===== config.mk =====
export PLATFORM = sky130hd
export DESIGN_NAME = three_channel_root_counter_timer
export DESIGN_NICKNAME = d
export VERILOG_FILES = /design/src/sv/rctr_pkg.sv /design/src/sv/rctr_div.sv /design/src/sv/rctr_datapath.sv /design/src/sv/rctr_ctrl.sv /design/src/sv/three_channel_root_counter_timer.sv
export SDC_FILE = /design/constraint.sdc
export NUM_CORES = 1
export LEC_CHECK = 0
export BUFFER_PORTS_ARGS = -buffer_cell sky130_fd_sc_hd__buf_2
export CORE_UTILIZATION = 45
export CTS_CLUSTER_DIAMETER = 150
export DETAILED_ROUTE_END_ITERATION = 10
export GPL_ROUTABILITY_DRIVEN = 0
export PLACE_DENSITY_LB_ADDON = 0.3
export SETUP_SLACK_MARGIN = 0.4
export SLEW_MARGIN = 20
export SYNTH_ARGS = -nofsm -noshare
export SYNTH_HDL_FRONTEND = slang
export SYNTH_SLANG_ARGS = --single-unit
export TNS_END_PERCENT = 20

===== constraint.sdc =====
create_clock -name clk_i -period 8.5 [get_ports clk_i]
set_clock_uncertainty 0.2 [all_clocks]
set_input_delay 1.7 -clock clk_i [delete_from_list [all_inputs] [get_ports clk_i]]
set_output_delay 1.7 -clock clk_i [all_outputs]
set_load 0.02 [all_outputs]

===== src/sv/rctr_pkg.sv =====
// ----------------------------------------------------------------------------
// rctr_pkg
// Shared codes and controller/datapath interface types of the root counter
// timer block.
// ----------------------------------------------------------------------------
package rctr_pkg;

  // item kinds
  localparam logic [2:0] KIND_READ   = 3'd0;
  localparam logic [2:0] KIND_WRITE  = 3'd1;
  localparam logic [2:0] KIND_SYSCLK = 3'd2;
  localparam logic [2:0] KIND_DOTCLK = 3'd3;
  localparam logic [2:0] KIND_HBLANK = 3'd4;
  localparam logic [2:0] KIND_GATE   = 3'd5;

  // register codes inside one timer
  localparam logic [1:0] REG_COUNT  = 2'd0;
  localparam logic [1:0] REG_MODE   = 2'd1;
  localparam logic [1:0] REG_TARGET = 2'd2;
  localparam logic [1:0] REG_NONE   = 2'd3;

  localparam logic [1:0] TIMER_LAST = 2'd2;
  localparam logic [1:0] TIMER_NONE = 2'd3;

  localparam logic [15:0] MODE_WR_BITS = 16'h73FF;
  localparam logic [16:0] CNT_WRAP     = 17'h0FFFF;

  // sync modes
  localparam logic [1:0] SYNC_PAUSE_ON_GATE = 2'd0;
  localparam logic [1:0] SYNC_RESET_ON_GATE = 2'd1;
  localparam logic [1:0] SYNC_RESET_PAUSE   = 2'd2;
  localparam logic [1:0] SYNC_FREE_ON_GATE  = 2'd3;

  typedef struct packed {
    logic       latch;
    logic       exec;
    logic       start_div;
    logic       fin;
    logic       publish;
    logic [1:0] tix;
  } rctr_cmd_t;

  typedef struct packed {
    logic chk_req;
    logic need_div;
    logic multi;
    logic div_done;
  } rctr_sts_t;

endpackage


===== src/sv/rctr_div.sv =====
// ----------------------------------------------------------------------------
// rctr_div
// Restoring remainder unit: one dividend bit per cycle over the 17-bit dividend.
// ----------------------------------------------------------------------------
module rctr_div (
  input  logic        clk_i,
  input  logic        rst_ni,
  input  logic        start_i,
  input  logic [16:0] dividend_i,
  input  logic [15:0] divisor_i,
  output logic        done_o,
  output logic [15:0] rem_o
);

  localparam int unsigned Steps = 17;
  localparam int unsigned CntW  = $clog2(Steps + 1);

  logic [16:0]     dvd_q, rem_q, shifted;
  logic [15:0]     div_q;
  logic [CntW-1:0] cnt_q;
  logic            busy_q, done_q;

  assign shifted = {rem_q[15:0], dvd_q[16]};

  always_ff @(posedge clk_i or negedge rst_ni) begin
    if (!rst_ni) begin
      busy_q <= 1'b0;
      done_q <= 1'b0;
      cnt_q  <= '0;
    end else begin
      done_q <= 1'b0;
      if (start_i) begin
        busy_q <= 1'b1;
        cnt_q  <= CntW'(Steps);
      end else if (busy_q) begin
        cnt_q <= cnt_q - 1'b1;
        if (cnt_q == CntW'(1)) begin
          busy_q <= 1'b0;
          done_q <= 1'b1;
        end
      end
    end
  end

  always_ff @(posedge clk_i) begin
    if (start_i) begin
      dvd_q <= dividend_i;
      div_q <= divisor_i;
      rem_q <= '0;
    end else if (busy_q) begin
      dvd_q <= {dvd_q[15:0], 1'b0};
      rem_q <= (shifted >= {1'b0, div_q}) ? shifted - {1'b0, div_q} : shifted;
    end
  end

  assign done_o = done_q;
  assign rem_o  = rem_q[15:0];

endmodule


===== src/sv/rctr_datapath.sv =====
// ----------------------------------------------------------------------------
// rctr_datapath
// Timer state, item decode, tick feed, hit and wrap logic, interrupt logic
// and the result register.
// ----------------------------------------------------------------------------
module rctr_datapath import rctr_pkg::*; #(
  parameter int unsigned RESET_PAUSE    = 2,
  parameter int unsigned WRITE_PAUSE    = 2,
  parameter int unsigned OVERFLOW_PAUSE = 2,
  parameter int unsigned MAX_TICKS      = 1023
) (
  input  logic        clk_i,
  input  logic        rst_ni,
  input  logic [2:0]  mode_i,
  input  logic [5:0]  register_offset_i,
  input  logic [15:0] write_data_i,
  input  logic [9:0]  tick_count_i,
  input  logic [1:0]  gate_timer_i,
  input  logic        gate_level_i,
  input  rctr_cmd_t   cmd_i,
  output rctr_sts_t   sts_o,
  output logic [15:0] read_data_o,
  output logic        bad_access_o,
  output logic [2:0]  irq_mask_o
);

  function automatic logic counting(input logic [15:0] m, input logic is_t2,
                                    input logic gate);
    logic r;
    if (!m[0]) r = 1'b1;
    else if (is_t2) r = (m[2:1] == SYNC_RESET_ON_GATE) || (m[2:1] == SYNC_RESET_PAUSE);
    else if (m[2:1] == SYNC_PAUSE_ON_GATE) r = !gate;
    else if (m[2:1] == SYNC_RESET_ON_GATE) r = 1'b1;
    else r = gate;
    return r;
  endfunction

  // item
  logic [2:0]  kind_q;
  logic [5:0]  off_q;
  logic [15:0] data_q;
  logic [9:0]  ticks_q;
  logic [1:0]  gt_q;
  logic        gl_q;

  // timer state
  logic [15:0] count_q  [3];
  logic [15:0] target_q [3];
  logic [15:0] mode_q   [3];
  logic [7:0]  pause_q  [3];
  logic [2:0]  gate_q, ext_q, on_q, shot_q;
  logic [2:0]  carry_q;

  // work and result
  logic [15:0] old_q;
  logic [16:0] cur_q;
  logic [15:0] rd_q, out_rd_q;
  logic        bad_q, out_bad_q;
  logic [2:0]  irq_q, out_irq_q;

  logic [1:0]  tmr, rg, tsel, idx;
  logic        acc_bad, tvalid;
  logic [15:0] cnt, tgt, md;
  logic [7:0]  pse, pse_after;
  logic [10:0] total;
  logic        feed_en, feed_go, p_ge, carry_upd;
  logic [9:0]  amt, amt_left;
  logic        chk_req;
  logic        hit, need_div, ovf, req, fire_ok, irq_new;
  logic [16:0] c1, c2;
  logic [15:0] m1, m2, nm, mg;
  logic [15:0] div_rem;
  logic        div_done;
  logic [9:0]  ticks_sat;

  assign ticks_sat = ({7'd0, tick_count_i} > 17'(MAX_TICKS)) ? 10'(MAX_TICKS)
                                                             : tick_count_i;

  assign tmr     = off_q[5:4];
  assign rg      = off_q[3:2];
  assign acc_bad = (tmr == TIMER_NONE) || (rg == REG_NONE);

  always_comb begin
    case (kind_q)
      KIND_SYSCLK: tsel = cmd_i.tix;
      KIND_DOTCLK: tsel = 2'd0;
      KIND_HBLANK: tsel = 2'd1;
      KIND_GATE:   tsel = gt_q;
      default:     tsel = tmr;
    endcase
  end

  assign tvalid = (tsel != TIMER_NONE);
  assign idx    = tvalid ? tsel : 2'd0;
  assign cnt    = count_q[idx];
  assign tgt    = target_q[idx];
  assign md     = mode_q[idx];
  assign pse    = pause_q[idx];

  // tick feed
  assign total = {1'b0, ticks_q} + 11'(carry_q);

  always_comb begin
    feed_en   = 1'b0;
    carry_upd = 1'b0;
    amt       = ticks_q;
    case (kind_q)
      KIND_SYSCLK: begin
        if (idx == TIMER_LAST && ext_q[idx]) begin
          carry_upd = on_q[idx];
          feed_en   = on_q[idx] && (total[10:3] != 8'd0);
          amt       = 10'(total[10:3]);
        end else begin
          feed_en = on_q[idx] && !ext_q[idx];
        end
      end
      KIND_DOTCLK, KIND_HBLANK: feed_en = ext_q[idx] && on_q[idx];
      default: feed_en = 1'b0;
    endcase
  end

  assign p_ge      = ({2'd0, pse} <= amt);
  assign amt_left  = amt - {2'd0, pse};
  assign feed_go   = feed_en && ((pse == 8'd0) || p_ge) && on_q[idx];
  assign pse_after = ((pse == 8'd0) || p_ge) ? 8'd0 : pse - amt[7:0];

  always_comb begin
    chk_req = 1'b0;
    case (kind_q)
      KIND_WRITE: chk_req = !acc_bad && ((rg == REG_COUNT) ||
                            (rg == REG_TARGET && cnt >= data_q && md[4]));
      KIND_SYSCLK, KIND_DOTCLK, KIND_HBLANK: chk_req = feed_go;
      default: chk_req = 1'b0;
    endcase
  end

  // target and overflow hits
  assign hit      = (cur_q >= {1'b0, tgt}) && ((old_q < tgt) || (tgt == 16'd0));
  assign need_div = hit && md[3] && (tgt != 16'd0);
  assign c1       = need_div ? {1'b0, div_rem} : cur_q;
  assign ovf      = (c1 >= CNT_WRAP);
  assign c2       = ovf ? c1 - CNT_WRAP : c1;
  assign m1       = md | {3'd0, ovf, hit, 11'd0};
  assign req      = (hit && md[4]) || (ovf && md[5]);
  assign fire_ok  = md[6] || !shot_q[idx];

  always_comb begin
    m2      = m1;
    irq_new = 1'b0;
    if (req && fire_ok) begin
      if (!md[7]) begin
        m2      = m1 | 16'h0400;
        irq_new = 1'b1;
      end else begin
        m2      = m1 ^ 16'h0400;
        irq_new = !m2[10];
      end
    end
  end

  // mode write value: irq request set, sticky flags cleared
  assign nm = (((data_q & MODE_WR_BITS) | (md & ~MODE_WR_BITS)) | 16'h0400) & ~16'h1800;
  // gate: free-on-gate turns sync off at the active edge
  assign mg = (gl_q && md[2:1] == SYNC_FREE_ON_GATE) ? (md & ~16'h0001) : md;

  rctr_div u_div (
    .clk_i      (clk_i),
    .rst_ni     (rst_ni),
    .start_i    (cmd_i.start_div),
    .dividend_i (cur_q),
    .divisor_i  (tgt),
    .done_o     (div_done),
    .rem_o      (div_rem)
  );

  always_ff @(posedge clk_i or negedge rst_ni) begin
    if (!rst_ni) begin
      for (int i = 0; i < 3; i++) begin
        count_q[i]  <= '0;
        target_q[i] <= '0;
        mode_q[i]   <= 16'h0400;
        pause_q[i]  <= '0;
      end
      gate_q  <= '0;
      ext_q   <= '0;
      on_q    <= '1;
      shot_q  <= '0;
      carry_q <= '0;
    end else begin
      if (cmd_i.exec) begin
        case (kind_q)
          KIND_READ: begin
            if (!acc_bad && rg == REG_MODE) mode_q[idx] <= md & ~16'h1800;
          end
          KIND_WRITE: begin
            if (!acc_bad) begin
              case (rg)
                REG_COUNT: pause_q[idx] <= 8'(WRITE_PAUSE);
                REG_MODE: begin
                  mode_q[idx]  <= nm;
                  count_q[idx] <= '0;
                  pause_q[idx] <= 8'(RESET_PAUSE);
                  ext_q[idx]   <= (idx == TIMER_LAST) ? nm[9] : nm[8];
                  shot_q[idx]  <= 1'b0;
                  on_q[idx]    <= counting(nm, idx == TIMER_LAST, gate_q[idx]);
                end
                REG_TARGET: target_q[idx] <= data_q;
                default: ;
              endcase
            end
          end
          KIND_SYSCLK, KIND_DOTCLK, KIND_HBLANK: begin
            if (feed_en) pause_q[idx] <= pse_after;
            if (carry_upd) carry_q <= total[2:0];
          end
          KIND_GATE: begin
            if (tvalid && gate_q[idx] != gl_q) begin
              gate_q[idx] <= gl_q;
              if (md[0]) begin
                if (md[2:1] == SYNC_RESET_ON_GATE) begin
                  if (!gl_q) begin
                    count_q[idx] <= '0;
                    pause_q[idx] <= 8'(RESET_PAUSE);
                  end
                end else begin
                  if (gl_q && md[2:1] == SYNC_RESET_PAUSE) begin
                    count_q[idx] <= '0;
                    pause_q[idx] <= 8'(RESET_PAUSE);
                  end
                  mode_q[idx] <= mg;
                  on_q[idx]   <= counting(mg, idx == TIMER_LAST, gl_q);
                end
              end
            end
          end
          default: ;
        endcase
      end
      if (cmd_i.fin) begin
        count_q[idx] <= c2[15:0];
        mode_q[idx]  <= m2;
        if (ovf) pause_q[idx] <= 8'(OVERFLOW_PAUSE);
        else if (need_div) pause_q[idx] <= 8'(RESET_PAUSE);
        if (req && fire_ok) shot_q[idx] <= 1'b1;
      end
    end
  end

  always_ff @(posedge clk_i) begin
    if (cmd_i.latch) begin
      kind_q  <= mode_i;
      off_q   <= register_offset_i;
      data_q  <= write_data_i;
      ticks_q <= ticks_sat;
      gt_q    <= gate_timer_i;
      gl_q    <= gate_level_i;
      rd_q    <= '0;
      bad_q   <= 1'b0;
      irq_q   <= '0;
    end
    if (cmd_i.exec) begin
      if (kind_q == KIND_READ || kind_q == KIND_WRITE) bad_q <= acc_bad;
      if (kind_q == KIND_READ) begin
        if (acc_bad) rd_q <= 16'hFFFF;
        else if (rg == REG_COUNT) rd_q <= cnt;
        else if (rg == REG_MODE) rd_q <= md;
        else rd_q <= tgt;
      end
      old_q <= cnt;
      if (kind_q == KIND_WRITE && rg == REG_COUNT) cur_q <= {1'b0, data_q};
      else if (kind_q == KIND_WRITE) cur_q <= {1'b0, cnt};
      else cur_q <= {1'b0, cnt} + 17'(amt_left);
    end
    if (cmd_i.fin && irq_new) irq_q <= irq_q | (3'b001 << idx);
    if (cmd_i.publish) begin
      out_rd_q  <= rd_q;
      out_bad_q <= bad_q;
      out_irq_q <= irq_q;
    end
  end

  assign sts_o.chk_req  = chk_req;
  assign sts_o.need_div = need_div;
  assign sts_o.multi    = (kind_q == KIND_SYSCLK);
  assign sts_o.div_done = div_done;

  assign read_data_o  = out_rd_q;
  assign bad_access_o = out_bad_q;
  assign irq_mask_o   = out_irq_q;

endmodule


===== src/sv/rctr_ctrl.sv =====
// ----------------------------------------------------------------------------
// rctr_ctrl
// Sequencer: accepts an item, walks the affected timers through feed, hit
// check, optional wrap division and update, then hands the result out.
// ----------------------------------------------------------------------------
module rctr_ctrl import rctr_pkg::*; (
  input  logic      clk_i,
  input  logic      rst_ni,
  input  logic      in_valid_i,
  output logic      in_ready_o,
  output logic      out_valid_o,
  input  logic      out_ready_i,
  input  rctr_sts_t sts_i,
  output rctr_cmd_t cmd_o
);

  typedef enum logic [6:0] {
    S_IDLE = 7'b0000001,
    S_EXEC = 7'b0000010,
    S_CHK  = 7'b0000100,
    S_DIV  = 7'b0001000,
    S_FIN  = 7'b0010000,
    S_NEXT = 7'b0100000,
    S_DONE = 7'b1000000
  } state_e;

  state_e     state_q, state_d;
  logic [1:0] tix_q, tix_d;
  logic       out_valid_q, out_valid_d;
  logic       publish;

  assign in_ready_o = (state_q == S_IDLE);
  assign publish    = (state_q == S_DONE) && (!out_valid_q || out_ready_i);

  always_comb begin
    state_d = state_q;
    tix_d   = tix_q;
    unique case (state_q)
      S_IDLE: begin
        if (in_valid_i) begin
          state_d = S_EXEC;
          tix_d   = '0;
        end
      end
      S_EXEC:  state_d = sts_i.chk_req ? S_CHK : S_NEXT;
      S_CHK:   state_d = sts_i.need_div ? S_DIV : S_FIN;
      S_DIV:   if (sts_i.div_done) state_d = S_FIN;
      S_FIN:   state_d = S_NEXT;
      S_NEXT: begin
        if (sts_i.multi && tix_q != TIMER_LAST) begin
          tix_d   = tix_q + 2'd1;
          state_d = S_EXEC;
        end else begin
          state_d = S_DONE;
        end
      end
      S_DONE:  if (publish) state_d = S_IDLE;
      default: state_d = S_IDLE;
    endcase
  end

  always_comb begin
    out_valid_d = out_valid_q;
    if (out_valid_q && out_ready_i) out_valid_d = 1'b0;
    if (publish) out_valid_d = 1'b1;
  end

  always_ff @(posedge clk_i or negedge rst_ni) begin
    if (!rst_ni) begin
      state_q     <= S_IDLE;
      tix_q       <= '0;
      out_valid_q <= 1'b0;
    end else begin
      state_q     <= state_d;
      tix_q       <= tix_d;
      out_valid_q <= out_valid_d;
    end
  end

  assign cmd_o.latch     = in_ready_o && in_valid_i;
  assign cmd_o.exec      = (state_q == S_EXEC);
  assign cmd_o.start_div = (state_q == S_CHK) && sts_i.need_div;
  assign cmd_o.fin       = (state_q == S_FIN);
  assign cmd_o.publish   = publish;
  assign cmd_o.tix       = tix_q;

  assign out_valid_o = out_valid_q;

`ifndef SYNTHESIS
  a_publish_free : assert property (@(posedge clk_i) disable iff (!rst_ni)
    cmd_o.publish |-> (!out_valid_q || out_ready_i))
    else $error("result published over a waiting one");
  a_div_follows : assert property (@(posedge clk_i) disable iff (!rst_ni)
    cmd_o.start_div |=> (state_q == S_DIV))
    else $error("division start without wait state");
  a_latch_idle : assert property (@(posedge clk_i) disable iff (!rst_ni)
    cmd_o.latch |=> (state_q == S_EXEC && tix_q == 2'd0))
    else $error("accepted item not dispatched");
  a_tix_range : assert property (@(posedge clk_i) disable iff (!rst_ni)
    (tix_q != TIMER_NONE))
    else $error("timer index out of range");
`endif

endmodule


===== src/sv/three_channel_root_counter_timer.sv =====
// ----------------------------------------------------------------------------
// three_channel_root_counter_timer
// Three 16-bit root counters with target, sticky flags, sync modes and irqs.
// ----------------------------------------------------------------------------
// Usage: one input channel (in_valid_i/in_ready_o) carries items: bus read,
// bus write, batch of sysclk, dotclock or hblank ticks, or a gate change.
// Every item yields exactly one result transfer on out_valid_o/out_ready_i:
// read data, a bad access flag and the irq bits raised by that item.
// Each item passes through the exec, next and done states; each timer whose
// counter is checked adds a check and an update state, and a target wrap adds
// a wait state for the bit-serial remainder unit. A sysclk batch walks all
// three timers in turn.
// One item is in flight at a time; a new item is taken as soon as the
// sequencer is idle, even while the previous result still waits in the
// output register. If the receiver stalls, the finished item waits until
// the output register frees up, and input stays blocked meanwhile.
// Reset: counters and targets zero, mode words 0x0400, all timers counting,
// no pause pending, no result valid.
// ----------------------------------------------------------------------------
module three_channel_root_counter_timer import rctr_pkg::*; #(
  parameter int unsigned RESET_PAUSE    = 2,
  parameter int unsigned WRITE_PAUSE    = 2,
  parameter int unsigned OVERFLOW_PAUSE = 2,
  parameter int unsigned MAX_TICKS      = 1023
) (
  input  logic        clk_i,
  input  logic        rst_ni,
  input  logic        in_valid_i,
  output logic        in_ready_o,
  input  logic [2:0]  mode_i,
  input  logic [5:0]  register_offset_i,
  input  logic [15:0] write_data_i,
  input  logic [9:0]  tick_count_i,
  input  logic [1:0]  gate_timer_i,
  input  logic        gate_level_i,
  output logic        out_valid_o,
  input  logic        out_ready_i,
  output logic [15:0] read_data_o,
  output logic        bad_access_o,
  output logic [2:0]  irq_mask_o
);

  rctr_cmd_t cmd;
  rctr_sts_t sts;

  rctr_ctrl u_ctrl (
    .clk_i       (clk_i),
    .rst_ni      (rst_ni),
    .in_valid_i  (in_valid_i),
    .in_ready_o  (in_ready_o),
    .out_valid_o (out_valid_o),
    .out_ready_i (out_ready_i),
    .sts_i       (sts),
    .cmd_o       (cmd)
  );

  rctr_datapath #(
    .RESET_PAUSE    (RESET_PAUSE),
    .WRITE_PAUSE    (WRITE_PAUSE),
    .OVERFLOW_PAUSE (OVERFLOW_PAUSE),
    .MAX_TICKS      (MAX_TICKS)
  ) u_dp (
    .clk_i             (clk_i),
    .rst_ni            (rst_ni),
    .mode_i            (mode_i),
    .register_offset_i (register_offset_i),
    .write_data_i      (write_data_i),
    .tick_count_i      (tick_count_i),
    .gate_timer_i      (gate_timer_i),
    .gate_level_i      (gate_level_i),
    .cmd_i             (cmd),
    .sts_o             (sts),
    .read_data_o       (read_data_o),
    .bad_access_o      (bad_access_o),
    .irq_mask_o        (irq_mask_o)
  );

endmodule


=== After elaboration in Yosys (flattened, before gate mapping) ===
Index checks and enable logic that the tools add are counted.

* Register bits after elaboration: 360
* Input bits: 42
* Output and inout bits: 22
* Word-level logic and storage cells: 333

* $add $sub $neg: 8
* Magnitude comparators: 10
* Equality and inequality tests: 37
* Shift-type cells: 1
* Muxes and demuxes: 152
* Bitwise logic cells: 16
* Reductions and logical operators: 68

{| class="wikitable"
|+ Operators by type and width
! operator !! count
|-
| 48-bit 2-to-1 mux || 17
|-
| 48-bit bitwise mux || 6
|-
| 24-bit 2-to-1 mux || 12
|-
| 16-bit 2-to-1 mux || 17
|-
| 48-bit one-hot mux with 3 select lines || 1
|-
| 16-bit binary-select mux with 2-bit select || 3
|-
| 48-bit one-hot mux with 2 select lines || 1
|-
| 24-bit one-hot mux with 3 select lines || 1
|-
| 17-bit 2-to-1 mux || 3
|-
| 7-bit one-hot mux with 7 select lines || 1
|-
| 48-bit AND || 1
|-
| 48-bit NOT || 1
|-
| 21-bit AND || 2
|-
| 1-bit 2-to-1 mux || 40
|-
| 3-bit 2-to-1 mux || 13
|-
| 17-bit by 16-bit greater-or-equal comparator with 1-bit output || 2
|-
| 16-bit demux with 2-bit select || 1
|-
| 8-bit 2-to-1 mux || 4
|-
| 1-bit logical AND || 28
|-
| 7-bit 2-to-1 mux || 4
|-
| 24-bit bitwise mux || 1
|-
| 11-bit 2-to-1 mux || 2
|-
| 21-bit NOT || 1
|-
| 10-bit 2-to-1 mux || 2
|-
| other kinds (66) || 128
|}

=== Depth between registers and ports, before layout ===
Gate-level depths: netlist of the first run.

* Depth in word-level cells: 23
* Depth in mapped cells: 36

=== By module ===
Synthesis of the first run repeated with hierarchy kept, for this count alone.

* Cells, all modules: 2183
* Area, all modules: 20862.5 um2

{| class="wikitable"
|+ By module, submodules not included
! module !! times used !! cells each !! area an instance (um2) !! sequential area each (um2)
|-
| rctr_datapath || 1 || 1837 || 17211.5 || 7689.9
|-
| rctr_div || 1 || 278 || 3029.2 || 1486.4
|-
| rctr_ctrl || 1 || 68 || 621.8 || 251.5
|}

=== Worst setup path before layout of the first run ===
OpenSTA, ideal clock, no wires.

* Kind: reg-to-reg
* From: register u_dp.kind_q[2]
* To: register u_dp.cur_q[12] (data pin)
* Setup time: 0.139 ns
* Data arrival time: 6.354 ns
* Required time: 8.161 ns
* Slack: 1.808 ns
* Stages on the path, launching flop included: 34
* Buffers on the path: 8
* Clock period less this slack: 6.692 ns
* Cells stage by stage: edfxtp_1 clkbuf_1 clkbuf_1 buf_1 a221o_1 o21a_1 inv_1 ha_1 buf_6 nor2b_4 buf_6 buf_8 buf_8 o2bb2ai_2 and2_2 nand3_1 clkbuf_1 o21ai_0 inv_1 ha_1 inv_1 fa_1 xor2_1 ha_1 nor2b_1 o21ai_0 a21boi_0 o21ai_0 a21boi_0 o21ai_0 a21boi_0 o31ai_1 mux2_2 nor2_1

* Word-level cells in the longest chain between the ends: 13

{| class="wikitable"
|+ Ends and longest elaborated chain
! element !! RTL line !! RTL
|-
| start, declared || rctr_datapath.sv:39 || <nowiki>logic [2:0] kind_q;</nowiki>
|-
| start signal, assigned || rctr_datapath.sv:251 || <nowiki>kind_q <= mode_i;</nowiki>
|-
| 3-bit == test, or another cell as far along || rctr_datapath.sv:84 || <nowiki>case (kind_q)</nowiki>
|-
| 2-bit one-hot mux with 4 select lines || rctr_datapath.sv:84 ||
|-
| 2-bit != test || rctr_datapath.sv:93 || <nowiki>assign tvalid = (tsel != TIMER_NONE);</nowiki>
|-
| 2-bit 2-to-1 mux || rctr_datapath.sv:94 || <nowiki>assign idx = tvalid ? tsel : 2'd0;</nowiki>
|-
| 1-bit binary-select mux with 2-bit select || rctr_datapath.sv:109 || <nowiki>if (idx == TIMER_LAST && ext_q[idx]) begin</nowiki>
|-
| 1-bit 2-to-1 mux (implied by the code) || rctr_datapath.sv:109 ||
|-
| 1-bit logical AND || rctr_datapath.sv:109 ||
|-
| 10-bit 2-to-1 mux || rctr_datapath.sv:109 ||
|-
| 10-bit 2-to-1 mux || rctr_datapath.sv:107 || <nowiki>case (kind_q)</nowiki>
|-
| 10-bit by 8-bit subtractor with 10-bit output || rctr_datapath.sv:123 || <nowiki>assign amt_left = amt - {2'd0, pse};</nowiki>
|-
| 16-bit by 10-bit adder with 17-bit output || rctr_datapath.sv:272 || <nowiki>else cur_q <= {1'b0, cnt} + 17'(amt_left);</nowiki>
|-
| 16-bit 2-to-1 mux || rctr_datapath.sv:271 || <nowiki>else if (kind_q == KIND_WRITE) cur_q <= {1'b0, cnt};</nowiki>
|-
| 16-bit 2-to-1 mux * || rctr_datapath.sv:270 || <nowiki>if (kind_q == KIND_WRITE && rg == REG_COUNT) cur_q <= {1'b0, data_q};</nowiki>
|-
| end signal, assigned || rctr_datapath.sv:270 ||
|-
| end signal, assigned || rctr_datapath.sv:271 ||
|-
| end signal, assigned || rctr_datapath.sv:272 ||
|-
| end, declared || rctr_datapath.sv:56 || <nowiki>logic [16:0] cur_q;</nowiki>
|}

Mark *: on every way between the ends. The rest lies on a longest branch, timed or not. The select of a mux whose other input is x is not followed.
A chain may end at the register's enable or synchronous reset.

=== Worst setup path in the final report of the first run ===
* From: register u_dp.kind_q[0]
* To: register u_dp.irq_q[2], enable pin

* Word-level cells in the longest chain between the ends: 21

{| class="wikitable"
|+ Ends and longest elaborated chain
! element !! RTL line !! RTL
|-
| 3-bit == test / 3-bit by 2-bit == test with 1-bit output (equally long branches) || rctr_datapath.sv:84 ||
|-
| 2-bit one-hot mux with 4 select lines * || rctr_datapath.sv:84 ||
|-
| 2-bit != test || rctr_datapath.sv:93 ||
|-
| 2-bit 2-to-1 mux * || rctr_datapath.sv:94 ||
|-
| 2-bit NOT with 3-bit output (implied by the code) * || rctr_datapath.sv:96 || <nowiki>assign tgt = target_q[idx];</nowiki>
|-
| 16-bit binary-select mux with 2-bit select * || rctr_datapath.sv:96 ||
|-
| 16-bit 2-to-1 mux (implied by the code) * (2 in series) || rctr_datapath.sv:96 ||
|-
| net u_dp.tgt[9] || rctr_datapath.sv:63 || <nowiki>logic [15:0] cnt, tgt, md;</nowiki>
|-
| [... 5 more ...] || n/a ||
|-
| 17-bit 2-to-1 mux || rctr_datapath.sv:140 || <nowiki>assign c1 = need_div ? {1'b0, div_rem} : cur_q;</nowiki>
|-
| 17-bit by 16-bit greater-or-equal comparator with 1-bit output || rctr_datapath.sv:141 || <nowiki>assign ovf = (c1 >= CNT_WRAP);</nowiki>
|-
| 1-bit logical AND || rctr_datapath.sv:144 || <nowiki>assign req = (hit && md[4]) || (ovf && md[5]);</nowiki>
|-
| 1-bit logical OR * || rctr_datapath.sv:144 ||
|-
| 1-bit logical AND * || rctr_datapath.sv:150 || <nowiki>if (req && fire_ok) begin</nowiki>
|-
| 1-bit 2-to-1 mux * || rctr_datapath.sv:150 ||
|-
| 1-bit logical AND * || rctr_datapath.sv:274 || <nowiki>if (cmd_i.fin && irq_new) irq_q <= irq_q | (3'b001 << idx);</nowiki>
|-
| 2-bit nonzero test (no source line) * || n/a ||
|-
| end signal, assigned || rctr_datapath.sv:274 ||
|-
| end, declared || rctr_datapath.sv:59 || <nowiki>logic [2:0] irq_q, out_irq_q;</nowiki>
|}

Mark *: on every way through the listed nets, which the timed path passes. The rest lies on a longest branch. The select of a mux whose other input is x is not followed.

==> results of run 1 <==
critical path, cell delays in order (launching register included):
cell and delay (ps):
edfxtp_1 380, nor2_1 430, a22o_1 220, nand2_1 50, o21a_1 170, inv_1 100
ha_2 300, nor2b_4 550, o2bb2ai_1 540, inv_1 170, ha_1 350, and4_1 180
nand3_1 150, a211oi_1 70, a211oi_1 320, and3_1 340, and2_4 420, nand2_1 100
o21ai_1 150, ha_1 240, and3_1 260, nor2_1 60, o21ai_0 380, a21oi_1 170
a211oi_2 220, o21ai_1 200, a211oi_2 480, or2_2 230
state kept, by name, summed over array words and instances (netlist names), 10 cells and up:
signal and cells:
u_dp.cur_q 17, u_dp.old_q 16, u_dp.count_q 48, u_dp.u_div.rem_q 16, u_dp.mode_q 48, u_dp.ticks_q 10
u_dp.pause_q 24, u_dp.rd_q 16, u_dp.u_div.dvd_q 17, u_dp.target_q 48, u_dp.u_div.div_q 16, u_dp.read_data_o 16
u_dp.data_q 16
synth_stat cells (9+ instances only):
library cell | count | area (um^2)
dfrtp_1 | 193 | 4830
a22oi_1 | 26 | 195
mux2_2 | 16 | 180
buf_2 | 12 | 60.1
or3_1 | 15 | 93.8
nor2b_1 | 11 | 68.8
edfxtp_1 | 125 | 3750
xor2_1 | 19 | 166
a31oi_1 | 9 | 56.3
nand2b_1 | 22 | 138
inv_1 | 112 | 420
o2bb2ai_1 | 22 | 193
o21ai_0 | 176 | 881
o22ai_1 | 12 | 75.1
dfxtp_1 | 33 | 661
a211oi_1 | 45 | 338
nor2_1 | 173 | 649
nand3_1 | 35 | 175
nand2_1 | 332 | 1250
a22o_1 | 29 | 254
a221oi_1 | 11 | 96.3
clkbuf_1 | 86 | 323
ha_1 | 102 | 1280
mux2i_1 | 87 | 871
o211ai_1 | 30 | 225
a21o_1 | 32 | 240
nand4_1 | 15 | 93.8
xnor2_1 | 33 | 289
buf_1 | 15 | 56.3
nor3_1 | 33 | 165
o21a_1 | 23 | 173
and2_1 | 14 | 87.6
and3_1 | 21 | 131
o21ai_1 | 11 | 55.1
a21oi_1 | 197 | 986
layout make-up:
type,instances,area (um^2)
well taps,600,751
repair buffers,118,754
inverters,113,424
clock buffers,47,1070
fillers,4195,22300
clock inverters,29,325
multi-input cells,1676,10600
flip-flops and latches,358,9430
power groups by stage:
| stage | registers (mW) | clock network, mW | logic, mW |
|---|---|---|---|
| 6_report | 2.12 | 1.84 | 1.40 |
| 5_1_grt | 2.13 | 1.94 | 1.52 |
| 4_1_cts | 2.12 | 1.88 | 1.38 |
| 3_5_place_dp | 2.15 | 0 | 1.37 |
| 3_3_place_gp | 2.14 | 0 | 1.34 |
| 2_1_floorplan | 2.08 | 0 | 0.974 |
per-layer routing:
layer | global-route usage, % | routed length, um | vias to the layer above
met2 | 42.8 | 29000 | 786
met1 | 35.6 | 26500 | 8675
li1 | - | - | 8272
met4 | 14.8 | 3580 | 0
met3 | 4.31 | 4820 | 192
met5 | 0 | 0 | -
worst max-delay path by stage:
stage,startpoint,endpoint
after detailed placement,u_dp.kind_q[0],u_dp.irq_q[2]
final,u_dp.kind_q[0],u_dp.irq_q[2]
after floorplan,u_dp.kind_q[2],u_dp.cur_q[12]
after CTS,u_dp.kind_q[0],u_dp.irq_q[2]
after global placement,u_dp.kind_q[0],u_dp.irq_q[1]
after global routing,u_dp.kind_q[0],u_dp.irq_q[2]
stage by stage:
step / cells / area (um^2)
after CTS: 2941 / 23400
after floorplan: 2273 / 21000
after detailed placement: 2865 / 22000
after global routing: 2941 / 23400
after global placement: 2865 / 22000
final: 2941 / 23400
kinds of logic after synthesis:
| logic type | Yosys count | synth area share [%] |
|---|---|---|
| multiplexers | 104 | 5.07 |
| AND/OR/NAND/NOR | 718 | 15.4 |
| XOR/XNOR | 52 | 2.17 |
| adder cells (fa/ha/maj) | 108 | 6.60 |
| flip-flops | 358 | 44.9 |
| AO/OA/AOI/OAI | 694 | 21.1 |
| buffers and inverters | 239 | 4.79 |
==> reports/qor.txt, run 1 <==
Run status: completed
Combinational power share: 26.1%
Type of the worst min-delay path: reg2reg
Crit path capture type: flop
Top FF cell, synth: dfrtp_1
Yosys Warn Count: 0
Power Dens Cells: 229 mW/mm^2
CP Class: reg2reg
Total GRT Usage: 27.1%
PnR worst setup slack: 720 ps
Hold_buf cts: 0
I/O pins: 64
Fraction of layout cells with a size suffix above 1: 10.3%
P_int: 3.52 mW
Routed len/inst: 21.7 um
Initial Util: 46.0%
Static Leak: 9.96 nW
Post-Syn Area: 0.0210 mm^2
Startpoint Class: flop
Seq cells post-synth: 358
Dpl hpwl: 45400 um
Sequential share of the synthesized area: 44.9%
EDFF count, synth: 125
WP data arrival: 7860 ps
Die ar.: 0.0476 mm^2
Number of iterations in the first detailed-routing pass: 5
Seq pwr share: 39.5%
Pin slew with the least headroom to its limit: 1170 ps
Clock buffer count from CTS: 41
Commonest non-fill, non-tap cell in the layout: nand2_1
CTS max path bufs: 3
Reg2Reg Setup Slack: 720 ps
Tmin final: 7780 ps
Setup TNS: 0 ps
Clock sink count: 358
WHS: 232 ps
DRC: 0
Post-CTS Setup Inserts: 0
Die width: 218 um
Clock transition at the registers of the reported paths: 60 ps
CP required: 8580 ps
Largest net degree at the start of global routing: 164
Hold Path End: u_dp.read_data_o[0]
Row cnt: 78
Root buffer cell: clkbuf_16
Fin util: 51.2%
Final setup viols: 0
Max cap viols: 0
Fin. max-slew vios: 0
Yosys cell types: 86
Area growth, synth to finish: 11.2%
Hold Violations, Final: 0
Routed WL: 63900 um
Initial antenna violation count: 0
Global route overflow: 0
Total Power: 5.36 mW
Async SR Flop Fraction: 55.9%
Most frequent cells in the layout: nand2_1, a21oi_1, dfrtp_1, o21ai_0, nor2_1
Nets: 2457
Number of DRC markers in iteration 0: 1940
Number of diodes: 0
Final Cycle Share: 91.5%
Antenna-violating nets left: 0
Crit Reg-Reg Startpoint: u_dp.kind_q[0]
Net Sw Frac: 34.4%
VDD IR max: 0.000175 V
Hold Startpoint: u_dp.rd_q[0]
R2r worst-path depth: 27
Dpl ws: 865 ps
Vias after detailed routing: 17900
Clock share of power: 34.4%
Core Footprint: 0.0457 mm^2
Post-cts resize count: 0
DR vias/cell: 6.09
RR Endpoint: u_dp.irq_q[2]
First-pass GRT wire length: 99500 um
Clk_lat worst skew: 580 ps
Syn_area_per_cell: 9.25 um^2
H-tree depth: 2
Sw Pwr: 1.84 mW
Relative slew slack: 22.2%
Synth Instances: 2273
Unrepaired setup endpoints after global routing: false
Worst Hold Path Cells: 0
CP max FO: 27
Post-Syn Nets: 2422
Vias in the first global route: 17400
FMAX: 129 MHz
Die Y: 218 um
CTS tree: done
Port Buf Inserts: 61
Power figures use the tool's default switching activity.
==> inputs of run 2 (changes only) <==
Clock period 8.5 ns to 7.05 ns, I/O delays scaled along.
==> run 2 against run 1 <==
Sequential share of layout area fell by 0.24 points. Combinational power rose by 26%. Register-to-register slack got worse by 50 ps. Critical path depth rose by 2. Largest power group unchanged. Non-clock buffer count rose by 19. Critical path type unchanged. Routed wire length rose by 0.84%. Power rose by 20%. Worst hold slack got worse by 3.4 ps. Clock-buffer cell count rose by 11.
==> reports/qor.txt, run 2 (synthesis gave the netlist of run 1 again) <==
Run status: completed
Number of iterations in the first detailed-routing pass: 5
Row cnt: 78
Hold Violations, Final: 0
Area growth, synth to finish: 11.8%
Die Y: 218 um
Number of DRC markers in iteration 0: 1751
Worst path max stage delay: 500 ps
Hold_buf cts: 0
H-tree depth: 2
Vias after detailed routing: 17900
Die ar.: 0.0476 mm^2
Relative slew slack: 23.3%
CP max stage cell: edfxtp_1
Startpoint Class: flop
Die width: 218 um
Reg2Reg Setup Slack: 660 ps
CP Class: reg2reg
Core Footprint: 0.0457 mm^2
Critical path's most frequent cell: o21ai_0
Final setup viols: 0
Dpl hpwl: 46000 um
Max cap viols: 0
WHS: 228 ps
Root buffer cell: clkbuf_16
Type of the worst min-delay path: reg2reg
Setup TNS: 0 ps
DR vias/cell: 6.06
Pin slew with the least headroom to its limit: 1140 ps
CP max FO: 12
Fin. max-slew vios: 0
Crit path capture type: flop
First-pass GRT wire length: 99000 um
Most frequent cells in the layout: nand2_1, a21oi_1, dfrtp_1, nor2_1, o21ai_0
Final Cycle Share: 90.6%
CTS max path bufs: 3
Worst Hold Path Cells: 0
Largest net degree at the start of global routing: 166
Biggest regs: u_dp.count_q: 48 flops, u_dp.mode_q: 48 flops, u_dp.target_q: 48 flops
Clock transition at the registers of the reported paths: 60 ps
Fraction of layout cells with a size suffix above 1: 11.2%
CP required: 7170 ps
I/O pins: 64
VDD IR max: 0.000220 V
Number of diodes: 0
Static Leak: 10.0 nW
Clock buffer count from CTS: 40
Clk_lat worst skew: 580 ps
DRC: 0
WP data arrival: 6500 ps
Tmin final: 6390 ps
Clock sink count: 358
Initial antenna violation count: 0
Unrepaired setup endpoints after global routing: true
CTS tree: done
Port Buf Inserts: 61
Routed len/inst: 21.8 um
Commonest non-fill, non-tap cell in the layout: nand2_1
R2r worst-path depth: 29
Vias in the first global route: 17200
Total GRT Usage: 27.1%
Initial Util: 46.0%
Power Dens Cells: 273 mW/mm^2
Nets: 2475
FMAX: 157 MHz
Routed WL: 64400 um
Antenna-violating nets left: 0
Global route overflow: 0
[run 2: worst max-delay path, delay by kind of cell (launching register included)]
family | cells | cell delay, ps
flops | 1 | 500
buf+inv | 5 | 700
compound gates | 13 | 2480
simple gates | 6 | 920
fa+ha+maj | 4 | 1170
xor+xnor | 1 | 130
[run 2: cell type report]
class / count / area, um^2
fill: 4195 / 22200
multi-input combinational: 1676 / 10700
sequential: 358 / 9430
clock buffer: 58 / 1120
timing repair buffer: 137 / 913
tap: 600 / 751
inverter: 113 / 424
clock inverter: 16 / 190
[run 2: stage by stage]
stage          util [%]  instance area [um^2]  power [mW]  setup WS, ps  std cells
2_1_floorplan         -                 21000        3.68           371       2273
6_report           51.5                 23500        6.42           665       2958
3_5_place_dp       48.3                 22000        4.27           121       2875
5_1_grt            51.5                 23500        6.69           372       2958
4_1_cts            51.2                 23400        6.40           367       2953
3_3_place_gp       48.3                 22000        4.23           258       2875
[run 2: path summary, 6_finish.rpt]
check | start | to
min in group asynchronous | rst_ni | u_dp.target_q[46]
max reg2reg | u_dp.kind_q[2] | u_dp.cur_q[10]
min reg2reg | u_dp.rd_q[9] | u_dp.read_data_o[9]
min | u_dp.rd_q[9] | u_dp.read_data_o[9]
max in group asynchronous | rst_ni | u_dp.mode_q[0]
max | u_dp.kind_q[2] | u_dp.cur_q[10]
[run 2: power by group]
group	total [mW]	switching [mW]	internal (mW)
Sequential	2.56	0.175	2.38
Combinational	1.76	1.18	0.583
Clock	2.11	0.886	1.22
Total	6.42	2.24	4.19
[run 2: metal layers]
layer  share of wire, %  vias up  wire [um]  GRT usage (%)
li1                   -     8297          -              -
met1                 41     8647      26500           35.1
met2                 45      800      29100           43.2
met3                7.9      186       5090           4.68
met4                5.7        0       3670           14.6
met5                  0        -          0              0
[run 2: timing repair]
item | in CTS | in global routing
pin swaps | 2 | 2
buffers inserted | 4 | 5
setup endpoints to repair | 9 | 56
resized for setup | 2 | 17
==> inputs of run 3 (changes only) <==
--- a/config.mk
+++ b/config.mk
@@ -8,2 +8,4 @@
 export BUFFER_PORTS_ARGS = -buffer_cell sky130_fd_sc_hd__buf_2
+export CORE_ASPECT_RATIO = 2
+export CORE_MARGIN = 2
 export CORE_UTILIZATION = 45
==> constraint.sdc (replaced) <==
create_clock -name clk_i -period 7.05 [get_ports clk_i]
set_clock_uncertainty 0.2 [all_clocks]
set_input_delay 0 -clock clk_i [delete_from_list [all_inputs] [get_ports clk_i]]
set_output_delay 0 -clock clk_i [all_outputs]
set_load 0.02 [all_outputs]
==> run 3 against run 2 <==
First-iteration DRC count is 2.5% higher. Critical path depth is 1 lower. Non-clock buffer count is 88 higher.
==> reports/qor.txt, run 3 (synthesis gave the netlist of run 1 again) <==
Run status: completed
Pin slew with the least headroom to its limit: 1090 ps
Routed WL: 68900 um
CP Class: reg2reg
FF/Latch Area: 0.00943 mm^2
Setup TNS: 0 ps
Die width: 157 um
Vias in the first global route: 17700
Sw Pwr: 2.24 mW
Power Dens Cells: 263 mW/mm^2
Clk_lat worst skew: 550 ps
Seq pwr share: 40.3%
Combinational power share: 29.0%
Total GRT Usage: 28.2%
P_int: 4.16 mW
Clock sink count: 358
Net Sw Frac: 35.0%
Dpl hpwl: 49600 um
Port Buf Inserts: 61
Final Cycle Share: 91.2%
Global route overflow: 0
Post-Layout Cell Count: 3062
Critical path buffers and inverters: 4
Startpoint Class: flop
VDD IR max: 0.000246 V
Tmin final: 6430 ps
First-pass GRT wire length: 104000 um
Routed len/inst: 22.5 um
Number of DRC markers in iteration 0: 1795
Core Footprint: 0.0464 mm^2
Nets: 2558
Biggest regs: u_dp.count_q: 48 flops, u_dp.mode_q: 48 flops, u_dp.target_q: 48 flops
Clock buffer count from CTS: 35
Die ar.: 0.0485 mm^2
Most frequent cells in the layout: nand2_1, a21oi_1, dfrtp_1, o21ai_0, nor2_1
Post-DP Area: 0.0222 mm^2
Number of diodes: 0
Placed cells: 2914
Static Leak: 10.3 nW
Final instance area: 0.0243 mm^2
WP data arrival: 6470 ps
Hold Violations, Final: 0
Reg2Reg Setup Slack: 620 ps
Relative slew slack: 27.3%
H-tree depth: 2
Crit path capture type: flop
Largest net degree at the start of global routing: 75
Number of iterations in the first detailed-routing pass: 7
WHS: 32.4 ps
Worst path max stage delay: 470 ps
DR vias/cell: 5.97
Clock transition at the registers of the reported paths: 70 ps
Final setup viols: 0
Die Y: 310 um
FMAX: 156 MHz
Commonest non-fill, non-tap cell in the layout: nand2_1
Fin. max-slew vios: 0
CP max stage cell: edfxtp_1
CP max FO: 18
Clock share of power: 30.7%
DRC: 0
Root buffer cell: clkbuf_16
Initial Util: 45.3%
Delay-heaviest family, CP: compound AO/OA/AOI/OAI gates
Type of the worst min-delay path: in2reg
Fillers: 4227
Max cap viols: 0
Area growth, synth to finish: 15.5%
CP required: 7090 ps
CTS tree: done
Initial antenna violation count: 0
CTS max path bufs: 3
Fraction of layout cells with a size suffix above 1: 11.2%
Area of the multi-input gates: 0.0107 mm^2
Vias after detailed routing: 18300
Antenna-violating nets left: 0
I/O pins: 64
Critical path's most frequent cell: a211oi_2
Row cnt: 112
Unrepaired setup endpoints after global routing: false
-- run 3: worst register-to-register path, delay by kind of cell, from the launching register on --
| kind | cells | cell delay (ps) |
|---|---|---|
| buffers and inverters | 4 | 730 |
| multiplexers | 1 | 130 |
| adder cells (fa/ha/maj) | 3 | 770 |
| AND/OR/NAND/NOR | 8 | 1350 |
| flip-flops | 1 | 470 |
| AO/OA/AOI/OAI | 12 | 2500 |
-- run 3: path summary, 6_finish.rpt --
path,from,to,cells past startpoint
max reg2reg,u_dp.kind_q[2],u_dp.irq_q[1],28
min,write_data_i[14],u_dp.data_q[14],2
max,u_dp.kind_q[2],u_dp.irq_q[1],28
min reg2reg,u_dp.rd_q[6],u_dp.read_data_o[6],0
min in group asynchronous,rst_ni,u_dp.target_q[43],4
max in group asynchronous,rst_ni,u_dp.mode_q[6],4
-- run 3: layer usage --
layer,up-vias,routed length (um),GRT usage [%]
li1,8452,-,-
met2,854,33100,46.9
met1,8729,25800,34.1
met5,-,0,0
met4,0,5250,18.4
met3,242,4740,3.66
-- run 3: power groups by stage --
stage | clock network [mW] | registers (mW) | logic, mW
after floorplan | 0 | 2.51 | 1.17
after global placement | 0 | 2.61 | 1.71
after detailed placement | 0 | 2.61 | 1.73
after CTS | 1.99 | 2.57 | 1.79
after global routing | 2.06 | 2.58 | 1.99
final | 1.96 | 2.58 | 1.85
-- run 3: through the flow --
stage | power (mW) | utilization, % | setup slack, ps
after global routing | 6.63 | 52.3 | 388
after detailed placement | 4.34 | 47.8 | 328
after CTS | 6.35 | 52.1 | 406
final | 6.39 | 52.3 | 622
after global placement | 4.32 | 47.8 | 552
after floorplan | 3.68 | - | 371
-- run 3: timing repair --
item                       4_1_cts  5_1_grt
hold endpoints to repair       118        0
gates cloned                     0        0
pin swaps                        1        7
buffers inserted                 2        5
setup endpoints to repair        3       19
gates resized for setup          0       15
hold buffers                    78        0
-- run 3: cell type report --
class                      instances  share of cell area (%)
timing repair buffer             225                    7.36
inverter                         113                    1.75
clock buffer                      48                    4.11
multi-input combinational       1676                    44.0
sequential                       358                    38.9
clock inverter                    15                   0.727
tap                              627                    3.23
